<file path="config.mk">
export PLATFORM = sky130hd
export DESIGN_NAME = msgpack_value_skipper_flat
export DESIGN_NICKNAME = d
export VERILOG_FILES = /design/src/rtl/core/mvs_pkg.sv /design/src/rtl/core/mvs_if.sv /design/src/rtl/core/mvs_header_decode.sv /design/src/rtl/core/msgpack_value_skipper.sv /design/src/flat_wrapper.sv
export SDC_FILE = /design/constraint.sdc
export NUM_CORES = 1
export LEC_CHECK = 0
export ABC_AREA = 1
export BUFFER_PORTS_ARGS = -buffer_cell sky130_fd_sc_hd__clkbuf_2
export CORE_UTILIZATION = 59
export DETAILED_ROUTE_END_ITERATION = 10
export PLACE_DENSITY_LB_ADDON = 0.08
export SLEW_MARGIN = 20
export SYNTH_ARGS = -nofsm -noshare
export SYNTH_HDL_FRONTEND = slang
export SYNTH_SLANG_ARGS = --single-unit
</file>
<file path="constraint.sdc">
create_clock -name clk_i -period 3.45 [get_ports clk_i]
set_input_delay 0.345 -clock clk_i [delete_from_list [all_inputs] [get_ports clk_i]]
set_output_delay 0.345 -clock clk_i [all_outputs]
set_load 0.02 [all_outputs]
</file>
<file path="src/rtl/core/mvs_pkg.sv">
`timescale 1ns / 1ps
// ----------------------------------------------------------------------------
// mvs_pkg
// Shared types and constants for the MessagePack value skipper: header byte
// codes, class codes, framing phases and the decoded header record.
// ----------------------------------------------------------------------------
package mvs_pkg;

  localparam int unsigned PENDING_BITS = 40;
  localparam logic [PENDING_BITS-1:0] PENDING_MAX = '1;

  // header class codes
  localparam logic [2:0] CLS_SCALAR = 3'd0;
  localparam logic [2:0] CLS_NUMBER = 3'd1;
  localparam logic [2:0] CLS_STR    = 3'd2;
  localparam logic [2:0] CLS_BIN    = 3'd3;
  localparam logic [2:0] CLS_ARRAY  = 3'd4;
  localparam logic [2:0] CLS_MAP    = 3'd5;
  localparam logic [2:0] CLS_EXT    = 3'd6;

  // header byte codes and masks
  localparam logic [7:0] POS_FIXINT_MAX = 8'h7F;
  localparam logic [7:0] NEG_FIXINT_MIN = 8'hE0;
  localparam logic [7:0] MASK_TOP3      = 8'hE0;
  localparam logic [7:0] MASK_TOP4      = 8'hF0;
  localparam logic [7:0] FIXSTR_TAG     = 8'hA0;
  localparam logic [7:0] FIXARRAY_TAG   = 8'h90;
  localparam logic [7:0] FIXMAP_TAG     = 8'h80;
  localparam logic [7:0] MASK_FIXSTR    = 8'h1F;
  localparam logic [7:0] MASK_FIXCOUNT  = 8'h0F;

  localparam logic [7:0] HDR_NIL      = 8'hC0;
  localparam logic [7:0] HDR_UNUSED   = 8'hC1;
  localparam logic [7:0] HDR_FALSE    = 8'hC2;
  localparam logic [7:0] HDR_TRUE     = 8'hC3;
  localparam logic [7:0] HDR_BIN8     = 8'hC4;
  localparam logic [7:0] HDR_BIN16    = 8'hC5;
  localparam logic [7:0] HDR_BIN32    = 8'hC6;
  localparam logic [7:0] HDR_EXT8     = 8'hC7;
  localparam logic [7:0] HDR_EXT16    = 8'hC8;
  localparam logic [7:0] HDR_EXT32    = 8'hC9;
  localparam logic [7:0] HDR_FLOAT32  = 8'hCA;
  localparam logic [7:0] HDR_FLOAT64  = 8'hCB;
  localparam logic [7:0] HDR_UINT8    = 8'hCC;
  localparam logic [7:0] HDR_UINT16   = 8'hCD;
  localparam logic [7:0] HDR_UINT32   = 8'hCE;
  localparam logic [7:0] HDR_UINT64   = 8'hCF;
  localparam logic [7:0] HDR_INT8     = 8'hD0;
  localparam logic [7:0] HDR_INT16    = 8'hD1;
  localparam logic [7:0] HDR_INT32    = 8'hD2;
  localparam logic [7:0] HDR_INT64    = 8'hD3;
  localparam logic [7:0] HDR_FIXEXT1  = 8'hD4;
  localparam logic [7:0] HDR_FIXEXT2  = 8'hD5;
  localparam logic [7:0] HDR_FIXEXT4  = 8'hD6;
  localparam logic [7:0] HDR_FIXEXT8  = 8'hD7;
  localparam logic [7:0] HDR_FIXEXT16 = 8'hD8;
  localparam logic [7:0] HDR_STR8     = 8'hD9;
  localparam logic [7:0] HDR_STR16    = 8'hDA;
  localparam logic [7:0] HDR_STR32    = 8'hDB;
  localparam logic [7:0] HDR_ARRAY16  = 8'hDC;
  localparam logic [7:0] HDR_ARRAY32  = 8'hDD;
  localparam logic [7:0] HDR_MAP16    = 8'hDE;
  localparam logic [7:0] HDR_MAP32    = 8'hDF;

  typedef enum logic [1:0] {
    PH_HEADER  = 2'd0,
    PH_LENGTH  = 2'd1,
    PH_PAYLOAD = 2'd2
  } phase_e;

  typedef enum logic [1:0] {
    ACT_END     = 2'd0,
    ACT_PENDING = 2'd1,
    ACT_LENGTH  = 2'd2,
    ACT_PAYLOAD = 2'd3
  } action_e;

  typedef struct packed {
    logic [2:0] cls;
    action_e    act;
    logic [4:0] pay_len;
    logic [4:0] pend_add;
    logic [2:0] len_bytes;
    logic       bad;
  } hdr_dec_t;

endpackage

</file>
<file path="src/rtl/core/mvs_if.sv">
`timescale 1ns / 1ps
// ----------------------------------------------------------------------------
// mvs_if
// Valid/ready channels of the value skipper: the input byte stream and the
// per-byte framing result.
// ----------------------------------------------------------------------------
interface mvs_byte_if;
  logic       valid;
  logic       ready;
  logic [7:0] data_byte;

  modport source (output valid, output data_byte, input ready);
  modport sink (input valid, input data_byte, output ready);
endinterface

interface mvs_result_if;
  logic       valid;
  logic       ready;
  logic       is_header;
  logic [2:0] header_class;
  logic       value_done;
  logic       error;

  modport source (
    output valid, output is_header, output header_class, output value_done,
    output error, input ready
  );
  modport sink (
    input valid, input is_header, input header_class, input value_done,
    input error, output ready
  );
endinterface

</file>
<file path="src/rtl/core/mvs_header_decode.sv">
`timescale 1ns / 1ps
// ----------------------------------------------------------------------------
// mvs_header_decode
// Classifies one MessagePack header byte and gives what follows it: an end
// of item, a pending count, a length field or a fixed payload size.
// ----------------------------------------------------------------------------
module mvs_header_decode import mvs_pkg::*; (
  input  logic [7:0] data_i,
  output hdr_dec_t   dec_o
);

  always_comb begin
    dec_o = '0;
    dec_o.cls = CLS_SCALAR;
    dec_o.act = ACT_END;
    if (data_i <= POS_FIXINT_MAX || data_i >= NEG_FIXINT_MIN) begin
      dec_o.act = ACT_END;
    end else if ((data_i & MASK_TOP3) == FIXSTR_TAG) begin
      dec_o.cls     = CLS_STR;
      dec_o.act     = ACT_PAYLOAD;
      dec_o.pay_len = 5'(data_i & MASK_FIXSTR);
    end else if ((data_i & MASK_TOP4) == FIXARRAY_TAG) begin
      dec_o.cls      = CLS_ARRAY;
      dec_o.act      = ACT_PENDING;
      dec_o.pend_add = {1'b0, 4'(data_i & MASK_FIXCOUNT)};
    end else if ((data_i & MASK_TOP4) == FIXMAP_TAG) begin
      dec_o.cls      = CLS_MAP;
      dec_o.act      = ACT_PENDING;
      dec_o.pend_add = {4'(data_i & MASK_FIXCOUNT), 1'b0};
    end else begin
      case (data_i)
        HDR_NIL, HDR_FALSE, HDR_TRUE: begin
          dec_o.act = ACT_END;
        end
        HDR_UNUSED: begin
          dec_o.act = ACT_END;
          dec_o.bad = 1'b1;
        end
        HDR_BIN8, HDR_BIN16, HDR_BIN32: begin
          dec_o.cls       = CLS_BIN;
          dec_o.act       = ACT_LENGTH;
          dec_o.len_bytes = (data_i == HDR_BIN8) ? 3'd1 : (data_i == HDR_BIN16) ? 3'd2 : 3'd4;
        end
        HDR_EXT8, HDR_EXT16, HDR_EXT32: begin
          dec_o.cls       = CLS_EXT;
          dec_o.act       = ACT_LENGTH;
          dec_o.len_bytes = (data_i == HDR_EXT8) ? 3'd1 : (data_i == HDR_EXT16) ? 3'd2 : 3'd4;
        end
        HDR_FLOAT32: begin
          dec_o.cls     = CLS_NUMBER;
          dec_o.act     = ACT_PAYLOAD;
          dec_o.pay_len = 5'd4;
        end
        HDR_FLOAT64: begin
          dec_o.cls     = CLS_NUMBER;
          dec_o.act     = ACT_PAYLOAD;
          dec_o.pay_len = 5'd8;
        end
        HDR_UINT8, HDR_UINT16, HDR_UINT32, HDR_UINT64,
        HDR_INT8, HDR_INT16, HDR_INT32, HDR_INT64: begin
          dec_o.cls     = CLS_NUMBER;
          dec_o.act     = ACT_PAYLOAD;
          dec_o.pay_len = 5'd1 << data_i[1:0];
        end
        HDR_FIXEXT1: begin
          dec_o.cls     = CLS_EXT;
          dec_o.act     = ACT_PAYLOAD;
          dec_o.pay_len = 5'd2;
        end
        HDR_FIXEXT2: begin
          dec_o.cls     = CLS_EXT;
          dec_o.act     = ACT_PAYLOAD;
          dec_o.pay_len = 5'd3;
        end
        HDR_FIXEXT4: begin
          dec_o.cls     = CLS_EXT;
          dec_o.act     = ACT_PAYLOAD;
          dec_o.pay_len = 5'd5;
        end
        HDR_FIXEXT8: begin
          dec_o.cls     = CLS_EXT;
          dec_o.act     = ACT_PAYLOAD;
          dec_o.pay_len = 5'd9;
        end
        HDR_FIXEXT16: begin
          dec_o.cls     = CLS_EXT;
          dec_o.act     = ACT_PAYLOAD;
          dec_o.pay_len = 5'd17;
        end
        HDR_STR8, HDR_STR16, HDR_STR32: begin
          dec_o.cls       = CLS_STR;
          dec_o.act       = ACT_LENGTH;
          dec_o.len_bytes = (data_i == HDR_STR8) ? 3'd1 : (data_i == HDR_STR16) ? 3'd2 : 3'd4;
        end
        HDR_ARRAY16, HDR_ARRAY32: begin
          dec_o.cls       = CLS_ARRAY;
          dec_o.act       = ACT_LENGTH;
          dec_o.len_bytes = (data_i == HDR_ARRAY16) ? 3'd2 : 3'd4;
        end
        HDR_MAP16, HDR_MAP32: begin
          dec_o.cls       = CLS_MAP;
          dec_o.act       = ACT_LENGTH;
          dec_o.len_bytes = (data_i == HDR_MAP16) ? 3'd2 : 3'd4;
        end
        default: begin
          dec_o.act = ACT_END;
        end
      endcase
    end
  end

endmodule

</file>
<file path="src/rtl/core/msgpack_value_skipper.sv">
`timescale 1ns / 1ps
// ----------------------------------------------------------------------------
// msgpack_value_skipper
// Frames top-level MessagePack values in a byte stream. Each byte is held in
// the input register and its result in the result register. Throughput: one
// byte per clock while the result output is not stalled, the framing state
// (phase, length, payload and pending counters) being updated for each byte.
// Reset: asynchronous, active low; clears all framing state and the error.
// ----------------------------------------------------------------------------
module msgpack_value_skipper import mvs_pkg::*; (
  input  logic clk_i,
  input  logic rst_ni,
  mvs_byte_if.sink     in_i,
  mvs_result_if.source out_o
);

  logic                    in_valid_q;
  logic [7:0]              data_q;
  logic                    out_valid_q;
  logic                    advance;
  logic                    process;

  phase_e                  phase_q, phase_d;
  logic [2:0]              len_left_q, len_left_d;
  logic [31:0]             length_accum_q, length_accum_d;
  logic [2:0]              held_class_q, held_class_d;
  logic [32:0]             payload_left_q, payload_left_d;
  logic [PENDING_BITS-1:0] pending_q, pending_d;
  logic                    error_q, error_d;

  logic                    is_header_q, is_header_d;
  logic [2:0]              class_q, class_d;
  logic                    done_q, done_d;

  hdr_dec_t                dec;
  logic [31:0]             acc_new;
  logic                    item_end;
  logic                    start_en;
  logic [32:0]             start_len;
  logic                    add_en;
  logic [32:0]             add_val;
  logic                    err_set;
  logic [PENDING_BITS-1:0] pend_base;
  logic [PENDING_BITS:0]   pend_sum;

  mvs_header_decode u_decode (
    .data_i (data_q),
    .dec_o  (dec)
  );

  assign advance     = !out_valid_q || out_o.ready;
  assign process     = in_valid_q && advance;
  assign in_i.ready  = !in_valid_q || advance;

  always_comb begin
    phase_d        = phase_q;
    len_left_d     = len_left_q;
    length_accum_d = length_accum_q;
    held_class_d   = held_class_q;
    payload_left_d = payload_left_q;
    is_header_d    = 1'b0;
    class_d        = CLS_SCALAR;
    acc_new        = {length_accum_q[23:0], data_q};
    item_end       = 1'b0;
    start_en       = 1'b0;
    start_len      = '0;
    add_en         = 1'b0;
    add_val        = '0;
    err_set        = 1'b0;
    pend_base      = pending_q;

    case (phase_q)
      PH_LENGTH: begin
        length_accum_d = acc_new;
        if (len_left_q <= 3'd1) begin
          phase_d    = PH_HEADER;
          len_left_d = '0;
          case (held_class_q)
            CLS_ARRAY: begin
              add_en   = 1'b1;
              add_val  = {1'b0, acc_new};
              item_end = 1'b1;
            end
            CLS_MAP: begin
              add_en   = 1'b1;
              add_val  = {acc_new, 1'b0};
              item_end = 1'b1;
            end
            CLS_EXT: begin
              start_en  = 1'b1;
              start_len = {1'b0, acc_new} + 33'd1;
            end
            default: begin
              start_en  = 1'b1;
              start_len = {1'b0, acc_new};
            end
          endcase
        end else begin
          len_left_d = len_left_q - 3'd1;
        end
      end
      PH_PAYLOAD: begin
        if (payload_left_q <= 33'd1) begin
          payload_left_d = '0;
          phase_d        = PH_HEADER;
          item_end       = 1'b1;
        end else begin
          payload_left_d = payload_left_q - 33'd1;
        end
      end
      default: begin
        phase_d     = PH_HEADER;
        is_header_d = 1'b1;
        class_d     = dec.cls;
        err_set     = dec.bad;
        pend_base   = (pending_q == '0) ? '0 : pending_q - 1'b1;
        case (dec.act)
          ACT_PENDING: begin
            add_en   = 1'b1;
            add_val  = 33'(dec.pend_add);
            item_end = 1'b1;
          end
          ACT_LENGTH: begin
            held_class_d   = dec.cls;
            len_left_d     = dec.len_bytes;
            length_accum_d = '0;
            phase_d        = PH_LENGTH;
          end
          ACT_PAYLOAD: begin
            start_en  = 1'b1;
            start_len = 33'(dec.pay_len);
          end
          default: begin
            item_end = 1'b1;
          end
        endcase
      end
    endcase

    if (start_en) begin
      if (start_len == '0) begin
        phase_d  = PH_HEADER;
        item_end = 1'b1;
      end else begin
        payload_left_d = start_len;
        phase_d        = PH_PAYLOAD;
      end
    end

    pend_sum = {1'b0, pend_base} + (PENDING_BITS+1)'(add_val);
    if (add_en && pend_sum[PENDING_BITS]) begin
      pending_d = PENDING_MAX;
      err_set   = 1'b1;
    end else if (add_en) begin
      pending_d = pend_sum[PENDING_BITS-1:0];
    end else begin
      pending_d = pend_base;
    end

    error_d = error_q || err_set;
    done_d  = item_end && (pending_d == '0);
  end

  // input register
  always_ff @(posedge clk_i or negedge rst_ni) begin
    if (!rst_ni) begin
      in_valid_q <= 1'b0;
    end else if (in_i.ready) begin
      in_valid_q <= in_i.valid;
    end
  end

  always_ff @(posedge clk_i) begin
    if (in_i.valid && in_i.ready) begin
      data_q <= in_i.data_byte;
    end
  end

  // framing state
  always_ff @(posedge clk_i or negedge rst_ni) begin
    if (!rst_ni) begin
      phase_q        <= PH_HEADER;
      len_left_q     <= '0;
      length_accum_q <= '0;
      held_class_q   <= CLS_SCALAR;
      payload_left_q <= '0;
      pending_q      <= '0;
      error_q        <= 1'b0;
      out_valid_q    <= 1'b0;
    end else begin
      if (advance) begin
        out_valid_q <= in_valid_q;
      end
      if (process) begin
        phase_q        <= phase_d;
        len_left_q     <= len_left_d;
        length_accum_q <= length_accum_d;
        held_class_q   <= held_class_d;
        payload_left_q <= payload_left_d;
        pending_q      <= pending_d;
        error_q        <= error_d;
      end
    end
  end

  // result register
  always_ff @(posedge clk_i) begin
    if (process) begin
      is_header_q <= is_header_d;
      class_q     <= class_d;
      done_q      <= done_d;
    end
  end

  assign out_o.valid        = out_valid_q;
  assign out_o.is_header    = is_header_q;
  assign out_o.header_class = class_q;
  assign out_o.value_done   = done_q;
  assign out_o.error        = error_q;

`ifndef SYNTH
  a_error_sticky: assert property (@(posedge clk_i) disable iff (!rst_ni)
    error_q |=> error_q)
    else $error("error flag cleared without reset");

  a_length_count: assert property (@(posedge clk_i) disable iff (!rst_ni)
    (phase_q == PH_LENGTH) |-> (len_left_q != '0))
    else $error("length phase with no length bytes left");

  a_payload_count: assert property (@(posedge clk_i) disable iff (!rst_ni)
    (phase_q == PH_PAYLOAD) |-> (payload_left_q != '0))
    else $error("payload phase with no payload bytes left");

  a_stall_blocks_input: assert property (@(posedge clk_i) disable iff (!rst_ni)
    (in_valid_q && out_valid_q && !out_o.ready) |-> !in_i.ready)
    else $error("input taken while the held byte cannot move");
`endif

endmodule
</file>
<file path="src/flat_wrapper.sv">
// flat-port wrapper written by rule: the top's interface ports become plain ports
module msgpack_value_skipper_flat import mvs_pkg::*;
  (clk_i, rst_ni, in_i_valid, in_i_data_byte, in_i_ready, out_o_valid, out_o_is_header, out_o_header_class, out_o_value_done, out_o_error, out_o_ready);
  mvs_byte_if in_i_i ();
  mvs_result_if out_o_i ();
  input  logic clk_i;
  input  logic rst_ni;
  input wire logic [$bits(in_i_i.valid)-1:0] in_i_valid;
  input wire logic [$bits(in_i_i.data_byte)-1:0] in_i_data_byte;
  output wire logic [$bits(in_i_i.ready)-1:0] in_i_ready;
  output wire logic [$bits(out_o_i.valid)-1:0] out_o_valid;
  output wire logic [$bits(out_o_i.is_header)-1:0] out_o_is_header;
  output wire logic [$bits(out_o_i.header_class)-1:0] out_o_header_class;
  output wire logic [$bits(out_o_i.value_done)-1:0] out_o_value_done;
  output wire logic [$bits(out_o_i.error)-1:0] out_o_error;
  input wire logic [$bits(out_o_i.ready)-1:0] out_o_ready;
  assign in_i_i.valid = in_i_valid;
  assign in_i_i.data_byte = in_i_data_byte;
  assign in_i_ready = in_i_i.ready;
  assign out_o_valid = out_o_i.valid;
  assign out_o_is_header = out_o_i.is_header;
  assign out_o_header_class = out_o_i.header_class;
  assign out_o_value_done = out_o_i.value_done;
  assign out_o_error = out_o_i.error;
  assign out_o_i.ready = out_o_ready;
  msgpack_value_skipper u_core (.clk_i(clk_i), .rst_ni(rst_ni), .in_i(in_i_i), .out_o(out_o_i));
endmodule
</file>
==> reports/qor.yml, run 1 <==
grt_use_total: 0.629
synth_area_leaders: "dfrtp_1, nand2_1, inv_1"
synth_cell_types: 60
rows: 54
root_buffer: "clkbuf_16"
cts_buffers: 17
io_buffers: 19
cts-htree-levels: 4
stop_stage: "5_1_grt"
ys_warn_count: 0
synth_edf_count: 13
syn_inst: 2195
synth-main-ff-cell: "dfrtp_1"
place_congestion: 1.11
tool.error: "[ERROR GRT-0232] Routing congestion too high. Check the congestion heatmap in the GUI."
status: "aborted with a tool error"
initial_core_util: 0.599
cts.sinks: 121
seq_area_frac_synth: 0.237
overflow: 13
worst_endpoint: "u_core.pending_q[15]$_DFFE_PN0P_/D"
dpl.hpwl_um: 37700
ctsHoldBuffers: 0
grt_max_degree: 63
io_pins: 20
die_x_um: 151
synthArstFlopShare: 0.893
synth_top_area_share: 0.207
cts.path.max_buffers: 2
endpoint_type: "register data pin"
synth-seq-cells: 121
yosysTopAreaCell: "dfrtp_1"
synthesis.nets: 2254
syn_area_um2: 13000
die_h_um: 151
syn_avg_cell_area_um2: 5.94
[synthesized netlist by cell type, types with 6 or more instances]
master,number
buf_4,6
o21ai_0,98
nand2_2,6
nand4_1,39
nand2_1,564
a21oi_1,67
clkbuf_1,31
nand3b_1,8
nor3_1,41
or2_2,12
inv_2,17
o21bai_1,9
o211ai_1,10
nor2_4,8
edfxtp_1,13
a31oi_1,20
a22oi_2,10
inv_1,333
nand3_1,222
xnor2_1,20
buf_2,15
dfrtp_1,108
buf_6,6
ha_1,46
o21ai_1,15
o22ai_1,49
nor2_1,315
nor2_2,20
xor2_1,19
nor4_1,10
[routing by layer]
| layer | GRT overflow | global-route usage |
|---|---|---|
| met2 | 8 | 0.833 |
| met5 | 0 | 0.134 |
| met4 | 4 | 0.534 |
| met3 | 0 | 0.393 |
| met1 | 1 | 0.684 |
[through the flow]
stage | setup TNS [ns] | hold WS [ns] | cells | area (um^2) | setup slack, ns
4_1_cts | -6.37 | 0.0433 | 2858 | 18100 | -0.355
3_5_place_dp | -20.99 | 0.469 | 2778 | 16000 | -0.731
3_3_place_gp | -17.05 | 0.466 | 2778 | 16000 | -0.623
2_1_floorplan | 0 | 0.0494 | 2195 | 13200 | 0.00203
[cell families after synthesis]
kind of cell             count (synthesis)  synth area share
flip-flops                             121             0.237
XOR/XNOR                                39            0.0262
AO/OA/AOI/OAI                          305             0.140
adder cells (fa/ha/maj)                 47            0.0457
buffers and inverters                  415             0.126
AND/OR/NAND/NOR                       1268             0.425
[repair_timing]
item,CTS
resized for setup,277
endpoints found under the setup margin,42
cloned,5
pin swaps,83
setup buffers,47
==> run 2, diff against run 1 <==
CORE_UTILIZATION = 40   (was 59)
PLACE_DENSITY_LB_ADDON = 0.15   (was 0.08)
clock period = 4.5 ns   (was 3.45 ns; I/O delays follow)
==> reports/qor.yml, run 2 <==
drv_cap: 0
synth.most_common_cell: "nand2_1"
period_needed_ns: 4.22
setup_ws_ns: 0.283
synth_area_leaders: "dfrtp_1, nand2_1, inv_1"
drt_wl_total_um: 48500
seq_area_frac_synth: 0.237  # unchanged
peakVddDrop_v: 0.000337
drcViolationCount: 0
crit_path_end_kind: "register"
synthArstFlopShare: 0.893  # unchanged
dpl.hpwl_um: 38100  # +1.2%
cts.sinks: 121  # unchanged
tightest_slew_ns: 0.735
largest_reg_flops: 40
ys_warn_count: 0  # unchanged
grt_pass1_vias: 13272
slowest_delay_ns: 0.40
rows: 65  # +20%
synth_edf_count: 13  # unchanged
cp_max_fo: 14
cts_tree: "done"
r2r_setup_slack_ns: 0.28
synth_cell_types: 60  # unchanged
cts_buffers: 17  # unchanged
clk_pin_slew_ns: 0.07
yosysTopAreaCell: "dfrtp_1"
setup_viol: 0
reg_top3: "u_core.pending_q (40), u_core.payload_left_q (33), u_core.length_accum_q (24)"
wl_per_cell_um: 18.1
root_buffer: "clkbuf_16"
seq_area_um2: 3100
synthesis.nets: 2254  # unchanged
synth-seq-cells: 121  # unchanged
route.vias.total: 14440
most-common-layout-cells: "nand2_1, inv_1, nor2_1"
synth.top_cells.by_count: "nand2_1, inv_1, nor2_1, nand3_1, dfrtp_1"
clkLatencyLatePin_ns: 0.45
slowest_stage: "dfrtp_1"
die_x_um: 183  # +21%
post-route-util: 0.460
slew_headroom: 0.505
synth-main-ff-cell: "dfrtp_1"
die_h_um: 183  # +21%
cts-htree-levels: 4  # unchanged
ant_nets: 0
final_nets: 2290
fin_crit_sh: 0.937
grt_pass1_wl_um: 75700
status: "finished clean"
syn_inst: 2195  # unchanged
cts.path.max_buffers: 2  # unchanged
p_per_area_nw_per_um2: 526
largest-register: "u_core.pending_q"
dr.pass1.iters: 6
dieArea_um2: 33300
grt_max_degree: 55
cp-start-kind: "register"
max_freq_mhz: 237
antenna_cells: 0
grt_use_total: 0.296
multi_input_area_um2: 8490
synth_top_area_share: 0.207  # unchanged
path_class: "reg2reg"
crit_top_cell: "nor2_1"
syn_avg_cell_area_um2: 5.94  # unchanged
crit_arrival_ns: 4.52
p_leak_uw: 0.00707
syn_area_um2: 13000  # unchanged
finalMaxSlewViolations: 0
area_growth_pct: 12.3
final_hold_viol_count: 0
hold_path.class: "in2reg"
initial_core_util: 0.410  # -0.189
final_common_cell: "nand2_1"
fillCellCount: 3493
drive_above_1_share: 0.111
skew_ns: 0.0128
io_buffers: 19  # unchanged
crit_chain: "buf_4, nor2_1, nand2_1, nor2_1, nand4_1, inv_1, o21ai_0, a21oi_2, ha_1, a21o_1, a21oi_1, o21ai_0, a21oi_1, nand2_1, nand3_1, nand2_2, nand2_8, buf_4, nand2_1, nor2_1, nand4_1, nor2_1"
overflow: 0
reg2reg_depth: 22
place_congestion: 0.958  # -13%
critPathRequiredTime_ns: 4.81
coreArea_um2: 31800
io_pins: 20  # unchanged
pre_cts_slack_ns: 0.153  # +0.885 ns
via_per_inst: 5.39
antenna_found_initial: 0
holdPathStages: 1
drt-initial-drc-count: 1455
==> run 2: cell counts after synthesis <==
No cell type changed its count.
==> run 2: layout make-up <==
type                            instances  area share
Clock buffer                           19      0.0310
Multi-Input combinational cell       1659       0.580
Tap cell                              435      0.0372
Inverter                              354      0.0908
Timing Repair Buffer                   78      0.0379
Clock inverter                         13      0.0115
Sequential cell                       121       0.211
==> run 2: per-layer routing <==
layer | up-vias | share of wire | GRT usage
met2 | 452 | 0.42 | 0.444
met4 | 0 | 0.016 | 0.0703
met5 | - | 0 | 0
met3 | 46 | 0.063 | 0.0417
li1 | 7195 | - | -
met1 | 6747 | 0.50 | 0.443
==> run 2: path summary, 6_finish.rpt <==
path,startpoint,endpoint
hold / removal,in_i_data_byte[2],u_core.data_q[2]$_DFFE_PP_
min in group asynchronous,rst_ni,u_core.held_class_q[1]$_DFFE_PN0P_
setup reg to reg,u_core.pending_q[28]$_DFFE_PN0P_,u_core.out_o.value_done$_DFFE_PP_
hold reg to reg,u_core.out_o.error$_DFFE_PN0P_,u_core.out_o.error$_DFFE_PN0P_
max in group asynchronous,rst_ni,u_core.pending_q[13]$_DFFE_PN0P_
setup / recovery,u_core.pending_q[28]$_DFFE_PN0P_,u_core.out_o.value_done$_DFFE_PP_
==> run 2: through the flow <==
stage	instances	setup TNS, ns	area, um^2	total power (uW)	hold slack, ns
after floorplan	2195	0	13000	4790	0.154
after global placement	2633	0	13700	6010	0.454
after detailed placement	2633	0	13700	6020	0.459
after CTS	2666	0	14400	7560	0.155
after global routing	2679	-0.0195	14600	8330	0.158
final	2679	0	14600	7700	0.177
==> run 2: power breakdown <==
| group | switching (uW) | total, uW | internal (uW) | leakage [uW] |
|---|---|---|---|---|
| sequential | 497 | 1980 | 1480 | 0.00139 |
| clock | 603 | 1510 | 909 | 0.000303 |
| combinational | 2880 | 4210 | 1330 | 0.00538 |
| total | 3980 | 7700 | 3720 | 0.00707 |
==> run 2: worst max-delay path, delay by kind of cell, from the launching register on <==
kind,cells,cell delay (ns)
DFF,1,0.40
AOI/OAI and AO/OA,6,0.94
and+or+nand+nor,12,1.94
buffers and inverters,3,0.47
adders and majority gates,1,0.33
==> run 2: kinds of logic (layout without fill, tap and decap cells) <==
kind of cell               Yosys count  count (layout)  synth area share
DFF                                121             121             0.237
and+or+nand+nor                   1268            1268             0.425
AOI/OAI and AO/OA                  305             305             0.140
xor gates and xnor gates            39              39            0.0262
buffers and inverters              415             464             0.126
adders and majority gates           47              47            0.0457
==> run 2: timing repair <==
item	in CTS	in global routing
setup buffers	0	13
hold buffers	1	0
gates resized for setup	0	55
endpoints found under the setup margin	0	36
endpoints found under the hold margin	25	0
Note: power is estimated with default switching activity, not from simulation.
==> run 3, diff against run 2 <==
PLACE_DENSITY_LB_ADDON = unset   (was 0.15)
==> reports/qor.yml, run 3 (same netlist as run 2, synthesis figures left out) <==
drive_above_1_share: 0.0922  # -0.0187
antenna_found_initial: 0  # unchanged
cp_max_fo: 18  # +4
cts_tree: "done"
wl_per_cell_um: 17.6  # -2.8%
p_per_area_nw_per_um2: 522  # -0.73%
pre_cts_slack_ns: 0.0849  # -0.0684 ns
area_growth_pct: 10.3
drt_wl_total_um: 46800  # -3.6%
die_x_um: 183  # unchanged
grt_pass1_wl_um: 73500  # -2.9%
rsz0062_at_grt: "yes"
clk_pin_slew_ns: 0.06  # about the same
io_buffers: 19  # unchanged
antenna_cells: 0  # unchanged
root_buffer: "clkbuf_16"
dr.pass1.iters: 6  # unchanged
initial_core_util: 0.410  # unchanged
place_congestion: 0.969  # +1.2%
cts-htree-levels: 4  # unchanged
die_h_um: 183  # unchanged
drt-initial-drc-count: 1349  # -7.3%
fillCellCount: 3457  # -1.0%
status: "finished clean"
top_usage_layer: "met2"
final_hold_viol_count: 0  # unchanged
tightest_slew_ns: 0.831  # +0.0959 ns
crit_arrival_ns: 4.58  # +0.06 ns
setup_ws_ns: 0.222  # -0.0604 ns
met1_usage: 0.423  # -0.0200
ant_nets: 0  # unchanged
reg_top3: "u_core.pending_q (40), u_core.payload_left_q (33), u_core.length_accum_q (24)"
setup_viol: 0  # unchanged
hold-worst-slack_ns: 0.0858  # -0.0909 ns
dpl.hpwl_um: 36800  # -3.6%
drcViolationCount: 0  # unchanged
cts.path.max_buffers: 2  # unchanged
p_leak_uw: 0.00696  # -1.7%
dieArea_um2: 33300  # unchanged
skew_ns: 0.00989  # -0.00289 ns
ctsHoldBuffers: 0  # -1
io_pins: 20  # unchanged
crit_path_end_kind: "register"
cts.sinks: 121  # unchanged
path_class: "reg2reg"
largest-register: "u_core.pending_q"
hold_path.class: "in2async"
finalMaxSlewViolations: 0  # unchanged
cp-start-kind: "register"
largest_reg_flops: 40  # unchanged
via_per_inst: 5.40  # +0.26%
clkLatencyLatePin_ns: 0.45  # about the same
period_needed_ns: 4.28  # +0.0604 ns
grt_pass1_vias: 13214  # -0.44%
rows: 65  # unchanged
grt_max_degree: 55  # unchanged
max_freq_mhz: 234  # -1.4%
final_nets: 2269  # -0.92%
met2_usage: 0.427  # -0.0168
gr-usage-met3: 0.0493  # +0.00758
peakVddDrop_v: 0.000297  # -12%
overflow: 0  # unchanged
route.vias.total: 14364  # -0.53%
grt_use_total: 0.286  # -0.0104
fin_crit_sh: 0.951  # +0.0134
coreArea_um2: 31800  # unchanged
final_common_cell: "nand2_1"
most-common-layout-cells: "nand2_1, inv_1, nor2_1"
slew_headroom: 0.446  # -0.0588
critPathRequiredTime_ns: 4.81  # about the same
drv_cap: 0  # unchanged
cts_buffers: 17  # unchanged
==> run 3: stage by stage <==
stage               setup TNS, ns  instances  power (uW)   util  area (um^2)
floorplan                       0       2195        4790      -        13000
global placement                0       2622        5900  0.429        13600
detailed placement              0       2622        5940  0.429        13600
CTS                             0       2654        7410  0.448        14200
global route              -0.0614       2658        8130  0.452        14400
finish                          0       2658        7500  0.452        14400
==> run 3: final cells by class <==
cell class,instances,area (um^2),share of cell area
tap,435,544,0.0379
sequential,121,3090,0.215
clock buffer,21,503,0.0350
clock inverter,11,106,0.00740
inverter,354,1330,0.0926
multi-input combinational,1659,8390,0.584
timing repair buffer,57,403,0.0280
==> run 3: routing by layer <==
layer / wire length, um / up-vias / share of wire
li1: - / 7146 / -
met1: 22500 / 6680 / 0.48
met2: 20000 / 487 / 0.43
met3: 3450 / 51 / 0.074
met4: 793 / 0 / 0.017
met5: 0 / - / 0
==> run 3: path summary, 6_finish.rpt <==
check / from / end / slack (ns) / cells past startpoint
max in group asynchronous: rst_ni / u_core.payload_left_q[22]$_DFFE_PN0P_ / 3.48 / 2
setup / recovery: u_core.phase_q[0]$_DFFE_PN0P_ / u_core.out_o.value_done$_DFFE_PP_ / 0.22 / 24
hold / removal: rst_ni / u_core.payload_left_q[5]$_DFFE_PN0P_ / 0.09 / 1
hold reg to reg: u_core.out_o.error$_DFFE_PN0P_ / u_core.out_o.error$_DFFE_PN0P_ / 0.47 / 1
setup reg to reg: u_core.phase_q[0]$_DFFE_PN0P_ / u_core.out_o.value_done$_DFFE_PP_ / 0.22 / 24
min in group clk_i: in_i_data_byte[1] / u_core.data_q[1]$_DFFE_PP_ / 0.17 / 1
==> run 3: power by group <==
part | switching, uW | total, uW | internal [uW]
registers | 497 | 1980 | 1480
logic | 2800 | 4080 | 1270
clock network | 593 | 1450 | 859
total | 3890 | 7500 | 3610
==> run 3: critical path, stage by stage, from the launching register on <==
cell and delay, ns:
dfrtp_1 0.37, inv_1 0.06, ha_2 0.37, inv_2 0.09, nor2_1 0.26, nand3_1 0.24, nand2_1 0.17, nand2_1 0.09
nor2_1 0.22, ha_1 0.35, a21oi_1 0.24, inv_1 0.06, a31oi_1 0.21, o21ai_0 0.17, a21oi_1 0.15, nand2_1 0.11
nand3_1 0.12, nand2_2 0.11, nand2_8 0.15, nand2_1 0.08, nor2_2 0.11, nand2_1 0.09, nor3_2 0.13, nand2_1 0.08
nor2_1 0.10
==> run 3: timing repair <==
item                       in CTS  in global routing
resized for setup               0                 33
setup endpoints to repair       0                 31
setup buffers                   0                  4
==> run 4, diff against run 3 <==
ABC_AREA = unset   (was 1)
SYNTH_HIERARCHICAL = 1   (was unset)
==> reports/qor.yml, run 4 <==
status: "finished, violations left"
violations: "negative setup slack"
final_hold_viol_count: 0  # unchanged
cts.path.max_buffers: 2  # unchanged
overflow: 0  # unchanged
hold_path.class: "in2async"
final_nets: 1806  # -20%
synth-seq-cells: 121  # unchanged
wl_met1_um: 17400  # -23%
fin_crit_sh: 1.12  # +0.171
most-common-layout-cells: "buf_4, nand2_1, nor2_1"
period_needed_ns: 5.05  # +0.768 ns
drt-initial-drc-count: 1003  # -26%
cts_buffers: 17  # unchanged
reg2reg_depth: 19  # -21%
crit_cells: 19  # -21%
syn_area_um2: 11400  # -13%
crit_path_end_kind: "register"
stdcell_area_um2: 15300  # +6.2%
drive_above_1_share: 0.283  # +0.191
setup_viol: 39  # +39
top_layer: "met4"
dr.pass1.iters: 5  # -1
final_common_cell: "buf_4"
ys_warn_count: 6  # +6
max_freq_mhz: 198  # -15%
grt_pass1_vias: 11695  # -11%
post-route-util: 0.548  # +0.0958
via_per_inst: 5.71  # +5.6%
synth.most_common_cell: "nand2_1"
seq_area_frac_synth: 0.272  # +0.0353
place_congestion: 0.911  # -6.0%
cp_max_fo: 5  # -13
slowest_stage: "or4_4"
synth_edf_count: 13  # unchanged
path_buf_inv: 4  # +1
cts-htree-levels: 4  # unchanged
synth-main-ff-cell: "dfrtp_1"
grt_max_degree: 76  # +38%
grt_pass1_wl_um: 61000  # -17%
finalPower_uw: 7250  # -3.3%
r2r-start: "u_core/pending_q[10]$_DFFE_PN0P_"
antenna_cells: 0  # unchanged
p_per_area_nw_per_um2: 475  # -9.0%
synthArstFlopShare: 0.893  # unchanged
crit_family: "simple AND/OR/NAND/NOR gates"
synthesis.nets: 1562  # -31%
synth_top_area_share: 0.238  # +0.0308
yosysTopAreaCell: "dfrtp_1"
peakVddDrop_v: 0.000278  # -6.6%
route.vias.total: 12226  # -15%
tightest_slew_ns: 0.773  # -0.0579 ns
rsz0062_at_grt: "yes"
drt_wl_total_um: 39000  # -17%
synth_cell_types: 94  # +57%
syn_avg_cell_area_um2: 7.53  # +27%
r2r-end: "u_core/out_o.value_done$_DFFE_PP_"
p_leak_uw: 0.00618  # -11%
met3_length_um: 2060  # -40%
drcViolationCount: 0  # unchanged
clkLatencyLatePin_ns: 0.44  # about the same
crit_arrival_ns: 5.31  # +0.73 ns
cp-start-kind: "register"
cts_tree: "done"
syn_inst: 1508  # -31%
rows: 61  # -6.2%
io_buffers: 19  # unchanged
ant_nets: 0  # unchanged
reg_top3: "u_core/pending_q (40), u_core/payload_left_q (33), u_core/length_accum_q (24)"
critPathRequiredTime_ns: 4.76  # -0.05 ns
coreArea_um2: 27900  # -12%
antenna_found_initial: 0  # unchanged
skew_ns: 0.0107  # +0.000783 ns
synth_area_leaders: "dfrtp_1, nand2_1, nor2_1"
r2r_setup_slack_ns: -0.55  # -0.77 ns
cts.sinks: 121  # unchanged
clk_pin_slew_ns: 0.06  # about the same
slew_headroom: 0.485  # +0.0386
area_growth_pct: 34.5
dr_wl_met2_um: 18600  # -6.9%
die_x_um: 170  # -6.6%
ctsHoldBuffers: 0  # unchanged
wl_per_cell_um: 18.2  # +3.5%
path_class: "reg2reg"
io_pins: 20  # unchanged
synth.top_cells.by_count: "nand2_1, nor2_1, dfrtp_1, o21ai_0, clkbuf_1"
crit_chain: "or4_4, buf_4, or3_2, nor3_2, xnor2_1, nor2_1, ha_1, buf_4, nand4_1, or2_1, a2111o_1, a211oi_2, buf_4, buf_4, nor4_2, or4b_4, mux2i_2, nand2_1, nor4_2"
dpl.hpwl_um: 27900  # -24%
initial_core_util: 0.407  # -0.00258
die_h_um: 170  # -6.6%
grt_use_total: 0.268  # -0.0178
slowest_delay_ns: 0.56  # +0.19 ns
place_area_um2: 13700  # +0.43%
setup_ws_ns: -0.546  # -0.768 ns
crit_top_cell: "buf_4"
root_buffer: "clkbuf_16"
largest-register: "u_core/pending_q"
finalMaxSlewViolations: 0  # unchanged
dieArea_um2: 29100  # -13%
largest_reg_flops: 40  # unchanged
drv_cap: 0  # unchanged
[run 4: cell count changes after synthesis, moves of 23 or more]
cell	change
xnor2_1	+41
nand2b_1	+23
mux2i_1	+40
nor2_1	-133
nand3_1	-186
o21ai_1	+23
nand2_1	-380
o22ai_1	-36
inv_1	-305
clkbuf_1	+48
[run 4: worst max path at each step]
stage / from / endpoint / slack (ns)
5_1_grt: u_core/pending_q[10]$_DFFE_PN0P_ / u_core/out_o.value_done$_DFFE_PP_ / -0.71
4_1_cts: u_core/pending_q[10]$_DFFE_PN0P_ / u_core/out_o.value_done$_DFFE_PP_ / -0.37
3_5_place_dp: u_core/pending_q[10]$_DFFE_PN0P_ / u_core/out_o.value_done$_DFFE_PP_ / -0.58
2_1_floorplan: u_core/pending_q[10]$_DFFE_PN0P_ / u_core/out_o.value_done$_DFFE_PP_ / -0.35
6_report: u_core/pending_q[10]$_DFFE_PN0P_ / u_core/out_o.value_done$_DFFE_PP_ / -0.55
3_3_place_gp: u_core/pending_q[10]$_DFFE_PN0P_ / u_core/out_o.value_done$_DFFE_PP_ / -0.55
[run 4: cell families (layout without fill, tap and decap cells)]
kind of cell,count (synthesis),in the layout,synth area share
AND/OR/NAND/NOR,676,678,0.303
AO/OA/AOI/OAI,395,395,0.216
buffers and inverters,132,386,0.0464
flip-flops,121,121,0.272
XOR/XNOR,95,95,0.0733
multiplexers,47,47,0.0422
adder cells (fa/ha/maj),42,42,0.0470
[run 4: routing by layer]
layer,track usage,vias to the layer above
met5,0,-
li1,-,5963
met1,0.357,5840
met4,0.0913,0
met2,0.445,361
met3,0.0365,62
[run 4: what timing repair did]
action | 4_1_cts | 5_1_grt
setup buffers | 21 | 12
pin swaps | 39 | 28
gates resized for setup | 60 | 71
cloned | 5 | 0
endpoints found under the setup margin | 40 | 58
[run 4: cell type report]
cell class	instances	area (um^2)
fillers	2594	12600
multi-input cells	1257	8470
flip-flops and latches	121	3090
repair buffers	327	2550
clock buffers	24	483
well taps	378	473
inverters	28	106
clock inverters	7	91.3
[run 4: worst reg2reg max path: cells and delay by family, from the launching register on]
family,cells,cell delay [ns]
buffers and inverters,4,0.59
AND/OR/NAND/NOR,10,2.47
flip-flops,1,0.39
adder cells (fa/ha/maj),1,0.38
multiplexers,1,0.22
AO/OA/AOI/OAI,2,0.64
XOR/XNOR,1,0.17
[run 4: where the power goes]
group / total (uW) / switching (uW) / leakage, uW / internal (uW)
clock network: 1380 / 521 / 0.000279 / 857
logic: 4170 / 2250 / 0.00443 / 1910
registers: 1710 / 299 / 0.00148 / 1410
[run 4: per-stage QoR]
stage               hold slack (ns)  std cells  setup WS [ns]  setup TNS [ns]
CTS                           0.176       2135         -0.375           -8.34
detailed placement            0.471       2080         -0.581           -7.52
global placement              0.466       2080         -0.554           -6.40
floorplan                     0.154       1508         -0.347           -2.25
finish                       0.0656       2142         -0.546          -13.44
global route                  0.136       2142         -0.708          -19.24
